[src/rtl/ffpa_pkg.sv]
package ffpa_pkg;

  // Fixed field widths
  localparam int COUNT_W = 9;
  localparam int START_W = 8;
  localparam int FUP_W   = 9;
  localparam int STAT_W  = 2;

  // Request kinds
  localparam logic REQ_ALLOC = 1'b0;
  localparam logic REQ_FREE  = 1'b1;

  // Result status codes
  typedef enum logic [STAT_W-1:0] {
    ST_OK      = 2'd0,
    ST_NOSPACE = 2'd1,
    ST_INVALID = 2'd2
  } status_t;

  // Controller to datapath commands
  typedef struct packed {
    logic    load;      // latch request fields, arm the scan
    logic    clr;       // clearing pass step
    logic    scan;      // scan step
    logic    wr;        // run write step
    logic    res_load;  // load result register
    status_t code;      // status for the result register
  } cmd_t;

  // Datapath to controller status
  typedef struct packed {
    logic is_free;   // latched request is a free
    logic bad;       // zero count or run out of range
    logic fup_out;   // first usable page at or beyond the map
    logic hit;       // run found on this scan step
    logic miss;      // last page checked, no run
    logic wr_last;   // final page of the run being written
    logic clr_last;  // final page of the clearing pass
  } sts_t;

endpackage

[src/rtl/ffpa_if.sv]
// Request channel
interface ffpa_req_if;
  logic                         valid;
  logic                         ready;
  logic                         req_type;
  logic [ffpa_pkg::COUNT_W-1:0] page_count;
  logic [ffpa_pkg::START_W-1:0] start_page;

  modport source (output valid, req_type, page_count, start_page, input ready);
  modport sink   (input valid, req_type, page_count, start_page, output ready);
endinterface

// Result channel
interface ffpa_rsp_if;
  logic                         valid;
  logic                         ready;
  logic [ffpa_pkg::STAT_W-1:0]  status;
  logic [ffpa_pkg::START_W-1:0] alloc_start;

  modport source (output valid, status, alloc_start, input ready);
  modport sink   (input valid, status, alloc_start, output ready);
endinterface

// Configuration write channel
interface ffpa_cfg_if;
  logic                       valid;
  logic                       ready;
  logic [ffpa_pkg::FUP_W-1:0] first_usable_page;

  modport source (output valid, first_usable_page, input ready);
  modport sink   (input valid, first_usable_page, output ready);
endinterface

[src/rtl/ffpa_datapath.sv]
module ffpa_datapath #(
  parameter int TOTAL_PAGES = 256
) (
  input  logic                         clk,
  input  logic                         rst,
  input  logic                         cfg_wr,
  input  logic [ffpa_pkg::FUP_W-1:0]   cfg_fup,
  input  logic                         req_type,
  input  logic [ffpa_pkg::COUNT_W-1:0] page_count,
  input  logic [ffpa_pkg::START_W-1:0] start_page,
  input  ffpa_pkg::cmd_t               cmd,
  output ffpa_pkg::sts_t               sts,
  output logic [ffpa_pkg::STAT_W-1:0]  status,
  output logic [ffpa_pkg::START_W-1:0] alloc_start
);

  localparam int PW = (TOTAL_PAGES > 1) ? $clog2(TOTAL_PAGES) : 1;
  localparam int CW = $clog2(TOTAL_PAGES + 1);
  localparam int XW = ((CW > ffpa_pkg::COUNT_W) ? CW : ffpa_pkg::COUNT_W) + 1;
  localparam logic [XW-1:0] TOTAL_X = XW'(TOTAL_PAGES);
  localparam logic [XW-1:0] LAST_X  = XW'(TOTAL_PAGES - 1);
  localparam logic [XW-1:0] ONE_X   = XW'(1);

  // Page map, one used bit per page
  logic mem [TOTAL_PAGES];

  logic          kind;
  logic [XW-1:0] count_x;
  logic [XW-1:0] fup_x;
  logic [XW-1:0] p;
  logic [XW-1:0] chk_page;
  logic          chk_vld;
  logic          rd_bit;
  logic [XW-1:0] run;
  logic [XW-1:0] wptr;
  logic [XW-1:0] wend;
  logic [XW-1:0] found;

  logic [XW-1:0] start_in_x;
  logic [XW-1:0] count_in_x;
  logic [XW-1:0] hit_start;
  logic          hit;
  logic          bad;

  assign start_in_x = XW'(start_page);
  assign count_in_x = XW'(page_count);
  assign hit_start  = chk_page + ONE_X - count_x;

  // Candidate run completes on a free page
  assign hit = cmd.scan && chk_vld && !rd_bit && ((run + ONE_X) == count_x);

  // Range checks on the latched request
  always_comb begin
    bad = (count_x == '0);
    if (kind == ffpa_pkg::REQ_ALLOC) begin
      if (count_x > TOTAL_X) bad = 1'b1;
    end else begin
      if ((wend + ONE_X) > TOTAL_X) bad = 1'b1;
    end
  end

  always_comb begin
    sts.is_free  = (kind == ffpa_pkg::REQ_FREE);
    sts.bad      = bad;
    sts.fup_out  = (fup_x >= TOTAL_X);
    sts.hit      = hit;
    sts.miss     = cmd.scan && chk_vld && !hit && (chk_page == LAST_X);
    sts.wr_last  = (wptr == wend);
    sts.clr_last = (wptr == LAST_X);
  end

  // Configuration register
  always_ff @(posedge clk) begin
    if (rst) begin
      fup_x <= '0;
    end else if (cfg_wr) begin
      fup_x <= XW'(cfg_fup);
    end
  end

  // Request latch, scan pipeline and write pointer
  always_ff @(posedge clk) begin
    if (rst) begin
      wptr    <= '0;
      chk_vld <= 1'b0;
    end else if (cmd.load) begin
      kind    <= req_type;
      count_x <= count_in_x;
      p       <= fup_x;
      run     <= '0;
      chk_vld <= 1'b0;
      wptr    <= start_in_x;
      wend    <= start_in_x + count_in_x - ONE_X;
      found   <= '0;
    end else if (cmd.clr || cmd.wr) begin
      wptr <= wptr + ONE_X;
    end else if (cmd.scan) begin
      // issue stage
      if (p < TOTAL_X) begin
        chk_page <= p;
        chk_vld  <= 1'b1;
        p        <= p + ONE_X;
      end else begin
        chk_vld <= 1'b0;
      end
      // check stage
      if (chk_vld) begin
        if (rd_bit) begin
          run <= '0;
        end else begin
          run <= run + ONE_X;
        end
      end
      if (hit) begin
        wptr  <= hit_start;
        wend  <= chk_page;
        found <= hit_start;
      end
    end
  end

  // Page map port: one write or one registered read per cycle
  always_ff @(posedge clk) begin
    if (cmd.clr) begin
      mem[wptr[PW-1:0]] <= 1'b0;
    end else if (cmd.wr) begin
      mem[wptr[PW-1:0]] <= ~kind;
    end else if (cmd.scan && (p < TOTAL_X)) begin
      rd_bit <= mem[p[PW-1:0]];
    end
  end

  // Result register
  always_ff @(posedge clk) begin
    if (cmd.res_load) begin
      status <= cmd.code;
      if (cmd.code == ffpa_pkg::ST_OK && kind == ffpa_pkg::REQ_ALLOC) begin
        alloc_start <= found[ffpa_pkg::START_W-1:0];
      end else begin
        alloc_start <= '0;
      end
    end
  end

endmodule

[src/rtl/ffpa_ctrl.sv]
module ffpa_ctrl (
  input  logic           clk,
  input  logic           rst,
  input  logic           req_valid,
  output logic           req_ready,
  output logic           rsp_valid,
  input  logic           rsp_ready,
  input  ffpa_pkg::sts_t sts,
  output ffpa_pkg::cmd_t cmd
);

  typedef enum logic [2:0] {
    S_CLEAR,
    S_IDLE,
    S_CHECK,
    S_SCAN,
    S_WRITE,
    S_RESULT
  } state_t;

  state_t            state;
  state_t            state_next;
  ffpa_pkg::status_t code;
  ffpa_pkg::status_t code_next;
  logic              rsp_valid_next;
  logic              res_slot_free;

  assign req_ready     = (state == S_IDLE);
  assign res_slot_free = !rsp_valid || rsp_ready;

  // Next state and command decode
  always_comb begin
    state_next   = state;
    code_next    = code;
    cmd          = '0;
    cmd.code     = code;
    case (state)
      S_CLEAR: begin
        cmd.clr = 1'b1;
        if (sts.clr_last) state_next = S_IDLE;
      end
      S_IDLE: begin
        if (req_valid) begin
          cmd.load   = 1'b1;
          state_next = S_CHECK;
        end
      end
      S_CHECK: begin
        if (sts.bad) begin
          code_next  = ffpa_pkg::ST_INVALID;
          state_next = S_RESULT;
        end else if (sts.is_free) begin
          state_next = S_WRITE;
        end else if (sts.fup_out) begin
          code_next  = ffpa_pkg::ST_NOSPACE;
          state_next = S_RESULT;
        end else begin
          state_next = S_SCAN;
        end
      end
      S_SCAN: begin
        cmd.scan = 1'b1;
        if (sts.hit) begin
          state_next = S_WRITE;
        end else if (sts.miss) begin
          code_next  = ffpa_pkg::ST_NOSPACE;
          state_next = S_RESULT;
        end
      end
      S_WRITE: begin
        cmd.wr = 1'b1;
        if (sts.wr_last) begin
          code_next  = ffpa_pkg::ST_OK;
          state_next = S_RESULT;
        end
      end
      S_RESULT: begin
        if (res_slot_free) begin
          cmd.res_load = 1'b1;
          state_next   = S_IDLE;
        end
      end
      default: state_next = S_IDLE;
    endcase
  end

  // Result valid: set on load, cleared on transfer
  always_comb begin
    rsp_valid_next = rsp_valid;
    if (rsp_valid && rsp_ready) rsp_valid_next = 1'b0;
    if (cmd.res_load) rsp_valid_next = 1'b1;
  end

  always_ff @(posedge clk) begin
    if (rst) begin
      state     <= S_CLEAR;
      code      <= ffpa_pkg::ST_OK;
      rsp_valid <= 1'b0;
    end else begin
      state     <= state_next;
      code      <= code_next;
      rsp_valid <= rsp_valid_next;
    end
  end

endmodule

[src/rtl/first_fit_page_run_allocator.sv]
// First-fit page run allocator. Keeps one used bit per page in a single-port
// page map and serves one request at a time. An allocate scans upward from
// first_usable_page, one page per cycle, for the lowest run of page_count
// free pages, then marks the run used one page per cycle; a free clears its
// run one page per cycle. The single map port reads or writes one page per
// cycle. After reset a clearing pass over every page runs before the first
// request is taken; configuration writes are taken at any time, and must
// only be made while no request is outstanding.
module first_fit_page_run_allocator #(
  parameter int TOTAL_PAGES = 256
) (
  input logic        clk,
  input logic        rst,
  ffpa_req_if.sink   req,
  ffpa_rsp_if.source rsp,
  ffpa_cfg_if.sink   cfg
);

  ffpa_pkg::cmd_t cmd;
  ffpa_pkg::sts_t sts;

  // Register writes are always taken
  assign cfg.ready = 1'b1;

  ffpa_ctrl u_ctrl (
    .clk       (clk),
    .rst       (rst),
    .req_valid (req.valid),
    .req_ready (req.ready),
    .rsp_valid (rsp.valid),
    .rsp_ready (rsp.ready),
    .sts       (sts),
    .cmd       (cmd)
  );

  ffpa_datapath #(
    .TOTAL_PAGES (TOTAL_PAGES)
  ) u_datapath (
    .clk         (clk),
    .rst         (rst),
    .cfg_wr      (cfg.valid & cfg.ready),
    .cfg_fup     (cfg.first_usable_page),
    .req_type    (req.req_type),
    .page_count  (req.page_count),
    .start_page  (req.start_page),
    .cmd         (cmd),
    .sts         (sts),
    .status      (rsp.status),
    .alloc_start (rsp.alloc_start)
  );

endmodule
[src/flat_wrapper.sv]
// flat-port wrapper written by rule: the top's interface ports become plain ports
module first_fit_page_run_allocator_flat 
#(
  parameter int TOTAL_PAGES = 256
)
  (clk, rst, req_valid, req_req_type, req_page_count, req_start_page, req_ready, rsp_valid, rsp_status, rsp_alloc_start, rsp_ready, cfg_valid, cfg_first_usable_page, cfg_ready);
  ffpa_req_if req_i ();
  ffpa_rsp_if rsp_i ();
  ffpa_cfg_if cfg_i ();
  input logic clk;
  input logic rst;
  input wire logic [$bits(req_i.valid)-1:0] req_valid;
  input wire logic [$bits(req_i.req_type)-1:0] req_req_type;
  input wire logic [$bits(req_i.page_count)-1:0] req_page_count;
  input wire logic [$bits(req_i.start_page)-1:0] req_start_page;
  output wire logic [$bits(req_i.ready)-1:0] req_ready;
  output wire logic [$bits(rsp_i.valid)-1:0] rsp_valid;
  output wire logic [$bits(rsp_i.status)-1:0] rsp_status;
  output wire logic [$bits(rsp_i.alloc_start)-1:0] rsp_alloc_start;
  input wire logic [$bits(rsp_i.ready)-1:0] rsp_ready;
  input wire logic [$bits(cfg_i.valid)-1:0] cfg_valid;
  input wire logic [$bits(cfg_i.first_usable_page)-1:0] cfg_first_usable_page;
  output wire logic [$bits(cfg_i.ready)-1:0] cfg_ready;
  assign req_i.valid = req_valid;
  assign req_i.req_type = req_req_type;
  assign req_i.page_count = req_page_count;
  assign req_i.start_page = req_start_page;
  assign req_ready = req_i.ready;
  assign rsp_valid = rsp_i.valid;
  assign rsp_status = rsp_i.status;
  assign rsp_alloc_start = rsp_i.alloc_start;
  assign rsp_i.ready = rsp_ready;
  assign cfg_i.valid = cfg_valid;
  assign cfg_i.first_usable_page = cfg_first_usable_page;
  assign cfg_ready = cfg_i.ready;
  first_fit_page_run_allocator #(.TOTAL_PAGES(TOTAL_PAGES)) u_core (.clk(clk), .rst(rst), .req(req_i), .rsp(rsp_i), .cfg(cfg_i));
endmodule
[config.mk]
export PLATFORM = sky130hd
export DESIGN_NAME = first_fit_page_run_allocator_flat
export DESIGN_NICKNAME = d
export VERILOG_FILES = /design/src/rtl/ffpa_pkg.sv /design/src/rtl/ffpa_if.sv /design/src/rtl/ffpa_datapath.sv /design/src/rtl/ffpa_ctrl.sv /design/src/rtl/first_fit_page_run_allocator.sv /design/src/flat_wrapper.sv
export SDC_FILE = /design/constraint.sdc
export NUM_CORES = 1
export LEC_CHECK = 0
export BUFFER_PORTS_ARGS = -buffer_cell sky130_fd_sc_hd__buf_4
export CAP_MARGIN = 20
export CORE_MARGIN = 2
export CORE_UTILIZATION = 35
export CTS_CLUSTER_SIZE = 10
export DETAILED_ROUTE_END_ITERATION = 7
export SKIP_LAST_GASP = 1
export SLEW_MARGIN = 20
export SYNTH_ARGS = -nofsm -noshare
export SYNTH_HDL_FRONTEND = slang
export SYNTH_SLANG_ARGS = --single-unit
[constraint.sdc]
create_clock -name clk -period 18.55 [get_ports clk]
set_clock_uncertainty 0.1 [all_clocks]
set_input_delay 0.9275 -clock clk [delete_from_list [all_inputs] [get_ports clk]]
set_output_delay 0.9275 -clock clk [all_outputs]
set_load 0.02 [all_outputs]
# [After elaboration in Yosys (flattened, before gate mapping)]
# Memory sizes are Yosys's and may differ from the RTL's. A register that Yosys moved wholly into a read port is not among the register bits.
# Cells that the tools add are included.
[totals] ff_bits=94 mem_bits_rw=256 inputBits=32 n_memories=1
[classes] n_addsub=8 order_cmp=4 eq_ne=19 muxes=53 bitwise=7 reduce_logical=38
[mem_list] name="u_core.u_datapath.mem" depth=256 word_bits=1 rd=1 rd_ports_with_merged_regs=1 wr=1 line_no="ffpa_datapath.sv:25" text="logic mem [TOTAL_PAGES];"
[op_table] operator="$mux W10" n=14
[op_table] operator="$add A10 B1 Y10 const B" n=5
[op_table] operator="$mux W3" n=9
[op_table] operator="$eq A10 B8 Y1 const B" n=2
[op_table] operator="$mux W1" n=19
[op_table] operator="$pmux W3 S6" n=1
[op_table] operator="$mux W8" n=2
[op_table] operator="$reduce_bool A2 Y1" n=7
[op_table] operator="$mux W2" n=6
[op_table] operator="$reduce_and A4 Y1" n=3
[op_table] operator="$add A8 B9 Y10" n=1
[op_table] operator="$eq A10 B10 Y1" n=1
[op_table] operator="$eq A10 B9 Y1" n=1
[op_table] operator="$gt A10 B9 Y1 const B" n=1
[op_table] operator="$logic_not A10 Y1" n=1
[op_table] operator="$lt A10 B9 Y1 const B" n=1
[op_table] operator="$reduce_and A5 Y1" n=2
[op_table] operator="$sub A10 B1 Y10 const B" n=1
[op_table] operator="$sub A10 B9 Y10" n=1
[op_table] operator="$ge A9 B9 Y1 const B" n=1
[op_table] operator="$gt A9 B9 Y1 const B" n=1
[op_table] operator="$mux W9" n=1
[op_table] operator="$reduce_bool A3 Y1" n=3
[op_table] operator="$logic_and A1 B1 Y1" n=8
[op_table] operator="18 further kinds" n=37

# [Logic depth before layout (Yosys ltp)]
# Gate-level depths: netlist (run 1).
[depth] depth_word=11 depth_mapped=13 depth_no_buf=13

# [Cells and area by module]
# From an unflattened synthesis (run 1), not the netlist that was laid out.
[unflattened] cells_unflattened=1378 area_unflattened_um2=16968.8
[modules_own_cells] module="ffpa_datapath" n_inst=1 cells_each=1323 area_each_um2=16498.3
[modules_own_cells] module="ffpa_ctrl" n_inst=1 cells_each=53 area_each_um2=459.2
[modules_own_cells] module="first_fit_page_run_allocator" n_inst=1 cells_each=2 area_each_um2=11.3

# [Least setup slack after synthesis (run 1)]
# Ideal clock, no wire load.
[synth_path] kind="register to register" start="register u_core.u_ctrl.state[1]" end="memory u_core.u_datapath.mem[0] (data pin)" arrival_time_ns=6.845 setup_slack_ns=10.212 path_stages_with_launch=5 n_path_buf=1 period_less_slack_ns=8.338 path_cell_list="dfxtp_1 -> buf_2 -> nor2_1 -> nand2_1 -> nor2_1"
[synth_via] elab_chain_len=6
[synth_rtl] item="start, declared" line_no="ffpa_ctrl.sv:21" text="state_t state;"
[synth_rtl] item="start signal, assigned" line_no="ffpa_ctrl.sv:100" text="state <= state_next;"
[synth_rtl] item="$eq A3 B3 Y1" line_no="ffpa_ctrl.sv:37" text="case (state)"
[synth_rtl] item="$mux W1" line_no="ffpa_ctrl.sv:37"
[synth_rtl] item="$mux W1" line_no="ffpa_datapath.sv:126" text="end else if (cmd.wr) begin"
[synth_rtl] item="$mux W1 (*)" line_no="ffpa_datapath.sv:124" text="if (cmd.clr) begin"
[synth_rtl] item="$mux W1 (implied by the code) (*)" line_no="ffpa_datapath.sv:127" text="mem[wptr[PW-1:0]] <= ~kind;"
[synth_rtl] item="$mux W1 (no line) (*)"
[synth_rtl] item="end, declared" line_no="ffpa_datapath.sv:25"
# Mark *: on every way between the ends. The rest lies on a longest branch, timed or not.

# [Final worst setup path (run 1)]
[layout_path] start="register u_core.u_ctrl.state[0]" end="memory u_core.u_datapath.mem[18] (data pin)"
# Same word-level chain as after synthesis.

==> results.txt, run 1 <==
The tightest slew margin relative to the limit is 26.3%. CTS built an H-tree with a depth of 2. The residual DRC count is 0. The slew at the pin closest to its max-slew limit is 1.10 ns. The critical path data arrival time came out at 3.68 ns.

The critical path goes through nor2_1 -> buf_4 -> nand2_1 -> nor2_4 -> buf_4 -> buf_4. The number of global-route vias before repair is 11000. Setup repair after global routing left no endpoint under its margin. Of the cells placed in the final design, the portion with a size suffix greater than 1 is between 10% and 20%. The root buffer selected by CTS is clkbuf_16. The post-synthesis share of cell area spent on and, or, nand and nor gates came out at 14.0%. The worst setup path is launched from a flip-flop. The area growth from synthesis to layout came out at 12.0%. The shortest period the worst path allows came out at about 3.5 ns.

The most prevalent standard cell on the critical path is buf_4. The average detailed-routed wire length per instance is 20.9 µm. TritonCTS created 42 clock buffers.

The startpoint identified for the worst hold timing path is u_core.u_ctrl.code[0]. The worst stage delay on the critical path is ~0.84 ns. The clock passes through at most 3 buffers. Once the clock tree was built, the resizer swapped 0 gates to a different size. In this run, synthesis inferred ~330 flip-flops with an integrated enable. The final non-filler cell total is 2028.

By instance count, the leading cell after synthesis is edfxtp_1. The buffer and inverter count on the worst path came out at 3. The count of buffers added on input and output ports is 43. The final-report hold violation count is 0. The sum of overflow across all layers after global routing is 0.

The post-route cell area is 18900 µm². The number of antenna-violating nets in the routed design came out at 0. The routability congestion estimate is 0.878.

The TritonCTS clock tree is done. The initial antenna violation count is 0. The number of sinks driven by the clock tree is between 300 and 400.

The quantity of hold-fixing buffers added after cts is 0. The sum of negative setup slack is 0 ns. The cell area after technology mapping came out at 16900 µm². Global routing used 17.0% of the available tracks across all layers. Across the run, the number of max-cap violations was 0.

The placeable core region came out at 47700 µm². The async set-or-reset flop fraction in the synthesized netlist came out at 0%. For the worst-skew pair, the clock arrives at the later sink with an insertion delay of 0.57 ns. Summing the areas of all compound-gate instances in the mapped netlist gives approximately 6.6% of the synthesized area. The post-detailed-placement cell area is about 18000 µm². The synthesis warning total came out at 0. Dividing total power by cell area gives a power density of 97.2 nW/µm².

The worst setup slack for register-to-register paths came out at about 15 ns. The synthesized design devotes to its leading area cell type between 50% and 60% of total area. The vias after detailed routing came out at 11100.

The floorplan die height is 224 µm. The fmax came out at 0.282 GHz. IR analysis of the VDD net gives a maximum drop of 0.0563 mV.

The count of buffers added by post-CTS timing repair for setup is 0. The startpoint identified for the worst register-to-register timing path is u_core.u_ctrl.state[0]. After synthesis, the cell types taking the most area are edfxtp_1 (58%), nor2_1 (6.8%), mux4_2 (6.1%).

The hold-critical path depth came out at 0. The number of placed instances with taps included came out at around 2000. The setup path with the least slack is of type reg -> reg. The library cell contributing the largest single delay on the critical path is buf_4.

The type of element capturing the critical path is a flip-flop. The number of placement rows is 80. 45 I/O pins were placed.

The repair_antennas step left the layout with diodes totalling 0. The share of the synthesized netlist area taken by xor and xnor gates is 2.72%. The synthesized netlist devotes 3.19% of its cell area to adder and majority cells. The max-slew violation total from the final report came out at 0. The largest net degree at the start of global routing is 107. In the synthesized netlist, mux cells make up under 10% of the area. The final worst-path cycle share is 19.1%. The count of TritonRoute iterations in the first routing pass came out at 5. The floorplan die area is 50100 µm². The critical register-to-register path endpoint is u_core.u_datapath.mem[18]. The gate count of the mapped netlist is 1382. The number of DRC markers in iteration 0 is 1159. Grouping stages by cell kind, the critical path spends the most delay in buffers and inverters. The number of synthesized register bits is 351. After synthesis, the most frequently instantiated cells are edfxtp_1 (325), nor2_1 (308), nand2_1 (91). STA puts the critical path data required time at 18.68 ns. The total setup violations reported at the end of the flow came out at 0.

The analysis attributes to cell leakage a power of 5.88 nW. The first global-routing pass estimated ~65000 µm of wire. The number of cells on the worst reg-to-reg path is 6.

The number of nets in the synthesized netlist is approximately 1500. The number of stages on the worst setup path is 6. The maximum net fanout on the critical path is 106. The leading register cell type out of synthesis is edfxtp_1. Once the floorplan was initialized, standard cells occupied 35.4% of the core. The class of the most critical hold timing path is reg -> reg. After clock tree synthesis, the clock-pin slew on the worst setup and hold paths is around 0.060 ns.

Synthesis instantiated between 70 and 80 different standard cells from the library. The total wire length after detailed routing is 42500 µm. The flow ran to the end, and the final reports show no timing, DRC or antenna violations.

The number of nets in the finished design came out at 1466. The mean cell area of the mapped netlist is 12.2 µm². The proportion of synthesized chip area in sequential cells is roughly three fifths. The horizontal die dimension came out at about 220 µm.

The worst hold path terminates at u_core.u_datapath.status[0]. The detailed placer's ending HPWL came out at roughly 26000 µm. By area, the combinational part of the netlist is dominated by simple AND/OR/NAND/NOR gates. The number of vias per cell is 5.45. The cell taking the most area after synthesis is edfxtp_1.
[flip-flops by register name (all words and copies together), names as in the netlist]
signal	count
u_core.u_ctrl.code	2
u_core.u_datapath.kind	1
u_core.u_datapath.rd_bit	1
u_core.u_datapath.status	2
u_core.u_datapath.run	10
u_core.u_datapath.mem	256
u_core.u_datapath.wend	10
u_core.u_ctrl.state	3
u_core.u_datapath.count_x	9
u_core.u_ctrl.rsp_valid	1
u_core.u_datapath.chk_vld	1
u_core.u_datapath.wptr	10
u_core.u_datapath.p	10
u_core.u_datapath.alloc_start	8
u_core.u_datapath.found	8
u_core.u_datapath.fup_x	9
u_core.u_datapath.chk_page	10
[layout make-up]
| class | instances | area [µm²] |
|---|---|---|
| clock inverters | 6 | 53.8 |
| clock buffers | 59 | 1120 |
| inverters | 62 | 233 |
| well taps | 615 | 769 |
| repair buffers | 58 | 460 |
| multi-input cells | 877 | 6030 |
| fillers | 4537 | 28800 |
| flip-flops and latches | 351 | 10300 |
[cells in the final DEF (no fill, tap or decap), drive strengths merged, types with 28 or more instances in the layout]
| cell | count |
|---|---|
| ha | 40 |
| nand2 | 91 |
| nor2 | 309 |
| clkbuf | 59 |
| mux4 | 46 |
| nand3 | 28 |
| edfxtp | 325 |
| mux2i | 44 |
| buf | 58 |
| inv | 62 |
| o21ai | 31 |
[kinds of logic after synthesis]
group                      after synthesis
xor gates and xnor gates                51
and+or+nand+nor                        530
adders and majority gates               42
DFF                                    351
other                                    1
buffers and inverters                  154
AOI/OAI and AO/OA                      160
muxes                                   93
[worst max path at each step]
stage / startpoint / end / slack [ns]
2_1_floorplan: u_core.u_ctrl.state[1] / u_core.u_datapath.mem[0] / 10.21
3_3_place_gp: u_core.u_ctrl.state[0] / u_core.u_datapath.mem[8] / 14.75
3_5_place_dp: u_core.u_ctrl.state[0] / u_core.u_datapath.mem[8] / 14.49
4_1_cts: u_core.u_ctrl.state[0] / u_core.u_datapath.mem[114] / 14.46
5_1_grt: u_core.u_ctrl.state[0] / u_core.u_datapath.mem[219] / 14.72
6_report: u_core.u_ctrl.state[0] / u_core.u_datapath.mem[18] / 15.00
[per-stage QoR]
| stage | total power, W | hold WS, ns | util [%] | setup slack (ns) |
|---|---|---|---|---|
| floorplan | 0.00104 | 0.324 | - | 10.21 |
| global placement | 0.00112 | 0.345 | 37.2 | 14.75 |
| detailed placement | 0.00112 | 0.347 | 37.2 | 14.49 |
| CTS | 0.00186 | 0.360 | 39.6 | 14.46 |
| global route | 0.00191 | 0.391 | 39.7 | 14.72 |
| finish | 0.00184 | 0.356 | 39.7 | 15.00 |
[routing by layer]
layer / track usage, % / wire length [µm] / vias up
met4: 5.63 / 1250 / 0
met1: 22.4 / 18100 / 5561
met5: 0 / 0 / -
met3: 3.12 / 2520 / 87
met2: 28.4 / 20600 / 369
li1: - / - / 5038
[power by group]
part           total [W]  internal, W  leakage [nW]  switching [W]
combinational   0.000211    0.0000561          2.55       0.000155
clock           0.000735     0.000419         0.571       0.000315
sequential      0.000896     0.000873          2.75      0.0000231
Note: power is estimated with default switching activity, not from simulation.
==> inputs of run 2 (changes only) <==
clock period = 3.5 ns   (was 18.55 ns; I/O delays follow)
==> run 2 against run 1 <==
Net effect: utilization grew 1.9 points; combinational power grew to 5.9 times the previous value; power grew to 5.4 times the previous value; sequential cell count is the same.
==> results.txt, run 2 (synthesized netlist as in run 1, its figures left out) <==
In the global route stage, overall resource usage came out at 17.4%. The buffer and inverter count on the worst path is 2. The share of final-layout standard cells stronger than drive strength 1 came out at 14.7%. The sum of overflow across all layers after global routing came out at 0.

The number of inserted filler cells in the final layout is 4437. The class of the most critical hold timing path is in -> reg. The number of DRC markers in iteration 0 is 1205. The most prevalent standard cell on the critical path is nand3_1. In this run the register-to-register setup slack is 0.26 ns. The count of buffers inserted at the top-level ports is 43. The global routing usage on met3 came out at 3.19%. Traced cell by cell, the critical path runs through nand3_1 -> nor4_4 -> xnor2_2 -> nor4b_1 -> nand3_1 -> buf_4 -> or4b_1 -> a31oi_1 -> dlygate4sd3_1. The global routing met1 resource utilization came out at 23.1%. The met2 track utilization from global routing is between 20 and 30%. CTS saw approximately 350 sinks. The shortest period the worst path allows came out at 3.24 ns. The fmax came out at 0.309 GHz. The post-CTS clock slew at the launch and capture registers of the worst setup and hold paths is 0.06 ns. Compared with the post-synthesis result, the final layout area differs by 17.5%. The number of primary I/O pins came out at 45.

The global-route wire length before repair is 66800 µm. The setup slack after layout came out at 0.263 ns. The minimum hold slack came out at 0.0308 ns. The number of antenna-violating nets in the routed design came out at 0. The number of buffers between clock root and the deepest sink is 3. IR analysis of the VDD net gives a maximum drop of between 0.3 and 0.4 mV. The floorplan die area came out at 50100 µm². The cell sitting at the root of the clock tree is a clkbuf_16. The run finished with clean final reports. The worst stage delay on the critical path came out at 0.56 ns. The number of placement rows is 80. The residual DRC count is 0. The number of flip-flops under the largest register name is 256. The CTS buffer count is 42. The vias after detailed routing came out at 11400. Net switching is approximately a quarter of the power. The number of nets in the finished design came out at 1555. The static leakage is between 6 and 7 nW. In this run the worst path has a maximum fanout of 5.

TritonCTS built the clock tree. Summing all non-filler instances in the final layout gives an area of 19900 µm². The worst pin sits at a relative slew slack of 34.4%. The die is 224 µm wide. Across the whole layout, storage elements account for 10300 µm². The portion of total power attributed to the clock network is 39.6%. The worst-case setup slack after placement is roughly 0.48 ns. STA puts the critical path data arrival time at 3.65 ns. In this run the power density over the cells is 499 nW/µm².

The number of global-route vias before repair was 11300. Leaving out fill and tap cells, the most frequent cell in the layout is edfxtp_1. The max-capacitance violation count is 0. The library cell contributing the largest single delay on the critical path is dlygate4sd3_1. Summed over all nets, the half-perimeter wirelength after detailed placement is 27700 µm. The average detailed-routed wire length per instance came out at roughly 20 µm. The startpoint type of the worst setup path is a flip-flop.

The placeable core region is 47700 µm². The floorplan die height came out at ~220 µm. The slew at the pin closest to its max-slew limit came out at 0.982 ns. In the routed layout, each cell is associated on average with a via count of 5.36. The count of TritonRoute iterations in the first routing pass is 5. Broken down by cell family, the worst path's largest delay share belongs to simple AND/OR/NAND/NOR gates. The total setup violations reported at the end of the flow is 0. The final worst-path cycle share came out at between 90% and 100%. The internal power came out at 0.00726 W. For this configuration, the core starts out at a cell density of between 30% and 40%. Leaving out fill and tap cells, the most frequent cells in the layout are edfxtp_1 (325), nor2_1 (306), buf_4 (91).

The layer flagged by global routing as most heavily used is met2. The max-slew violation total from the final report came out at 0. STA classifies the critical path endpoint as a flip-flop. The multi-input combinational cells in the finished layout cover a total of 6070 µm².

The share of power burned in combinational logic came out at 12.6%. The largest net degree at the start of global routing came out at 65. The count of H-tree levels built during CTS is 2. The share of power burned in registers is 47.8%. The routability congestion estimate is 0.900. The switching power of the nets is roughly 0.0027 W. The final-report hold violation count came out at 0.

The insertion delay of the later-clocked pin in the worst-skew pair is 0.57 ns. Summing all placed instances gives a cell area of approximately 18000 µm². The total wire length after detailed routing came out at 43500 µm. Data on the critical path is required at its endpoint by 3.92 ns. The class of the most critical setup path is reg -> reg. The repair_antennas step left the layout with diodes totalling 0. The initial antenna violation count is 0.
## run 2: cell types whose count changed in the layout (fill, tap and decap cells not counted), sizes merged
cell / delta
clkbuf: +5
dlygate4sd3: +49
buf: +40
## run 2: worst paths after layout
kind / to / depth (start not counted) / startpoint
min: u_core.u_datapath.wptr[5] / 4 / req_start_page[5]
max: u_core.u_datapath.wptr[0] / 9 / u_core.u_datapath.run[2]
max reg2reg: u_core.u_datapath.wptr[0] / 9 / u_core.u_datapath.run[2]
min reg2reg: u_core.u_datapath.status[0] / 0 / u_core.u_ctrl.code[0]
## run 2: area by class of cell
type,instances,share of cell area [%]
Clock inverter,6,0.371
Inverter,62,1.17
Multi-Input combinational cell,877,30.5
Sequential cell,351,51.7
Clock buffer,64,5.70
Timing Repair Buffer,147,6.61
Tap cell,615,3.87
## run 2: what timing repair did
| action | in CTS | in global routing |
|---|---|---|
| gates resized for setup | 0 | 6 |
| endpoints found under the setup margin | 0 | 3 |
| setup buffers | 0 | 6 |
| hold endpoints to repair | 31 | 0 |
| hold buffers | 49 | 0 |
## run 2: worst reg2reg max path, cell delays in order (launching register included)
cell and delay [ns]:
edfxtp_1 0.47, nand3_1 0.26, nor4_4 0.40, xnor2_2 0.21, nor4b_1 0.28, nand3_1 0.12, buf_4 0.17, or4b_1 0.49
a31oi_1 0.13, dlygate4sd3_1 0.56
## run 2: through the flow
step	TNS, ns	total power (W)	utilization [%]	cells
after floorplan	0	0.00554	-	1382
after global placement	0	0.00600	37.9	1997
after detailed placement	0	0.00601	37.9	1997
after CTS	0	0.0100	41.5	2116
after global routing	-0.0112	0.0103	41.6	2122
final	0	0.00992	41.6	2122
## run 2: power groups by stage
stage	sequential [W]	combinational [W]	clock, W
6_report	0.00474	0.00125	0.00392
5_1_grt	0.00475	0.00136	0.00415
4_1_cts	0.00474	0.00125	0.00401
3_5_place_dp	0.00482	0.00119	0
3_3_place_gp	0.00482	0.00117	0
2_1_floorplan	0.00474	0.000794	0
## run 2: per-layer routing
layer  vias to the layer above  wire, µm
li1                       5207         -
met1                      5685     18200
met5                         -         0
met3                        89      2780
met4                         0      1570
met2                       384     20900
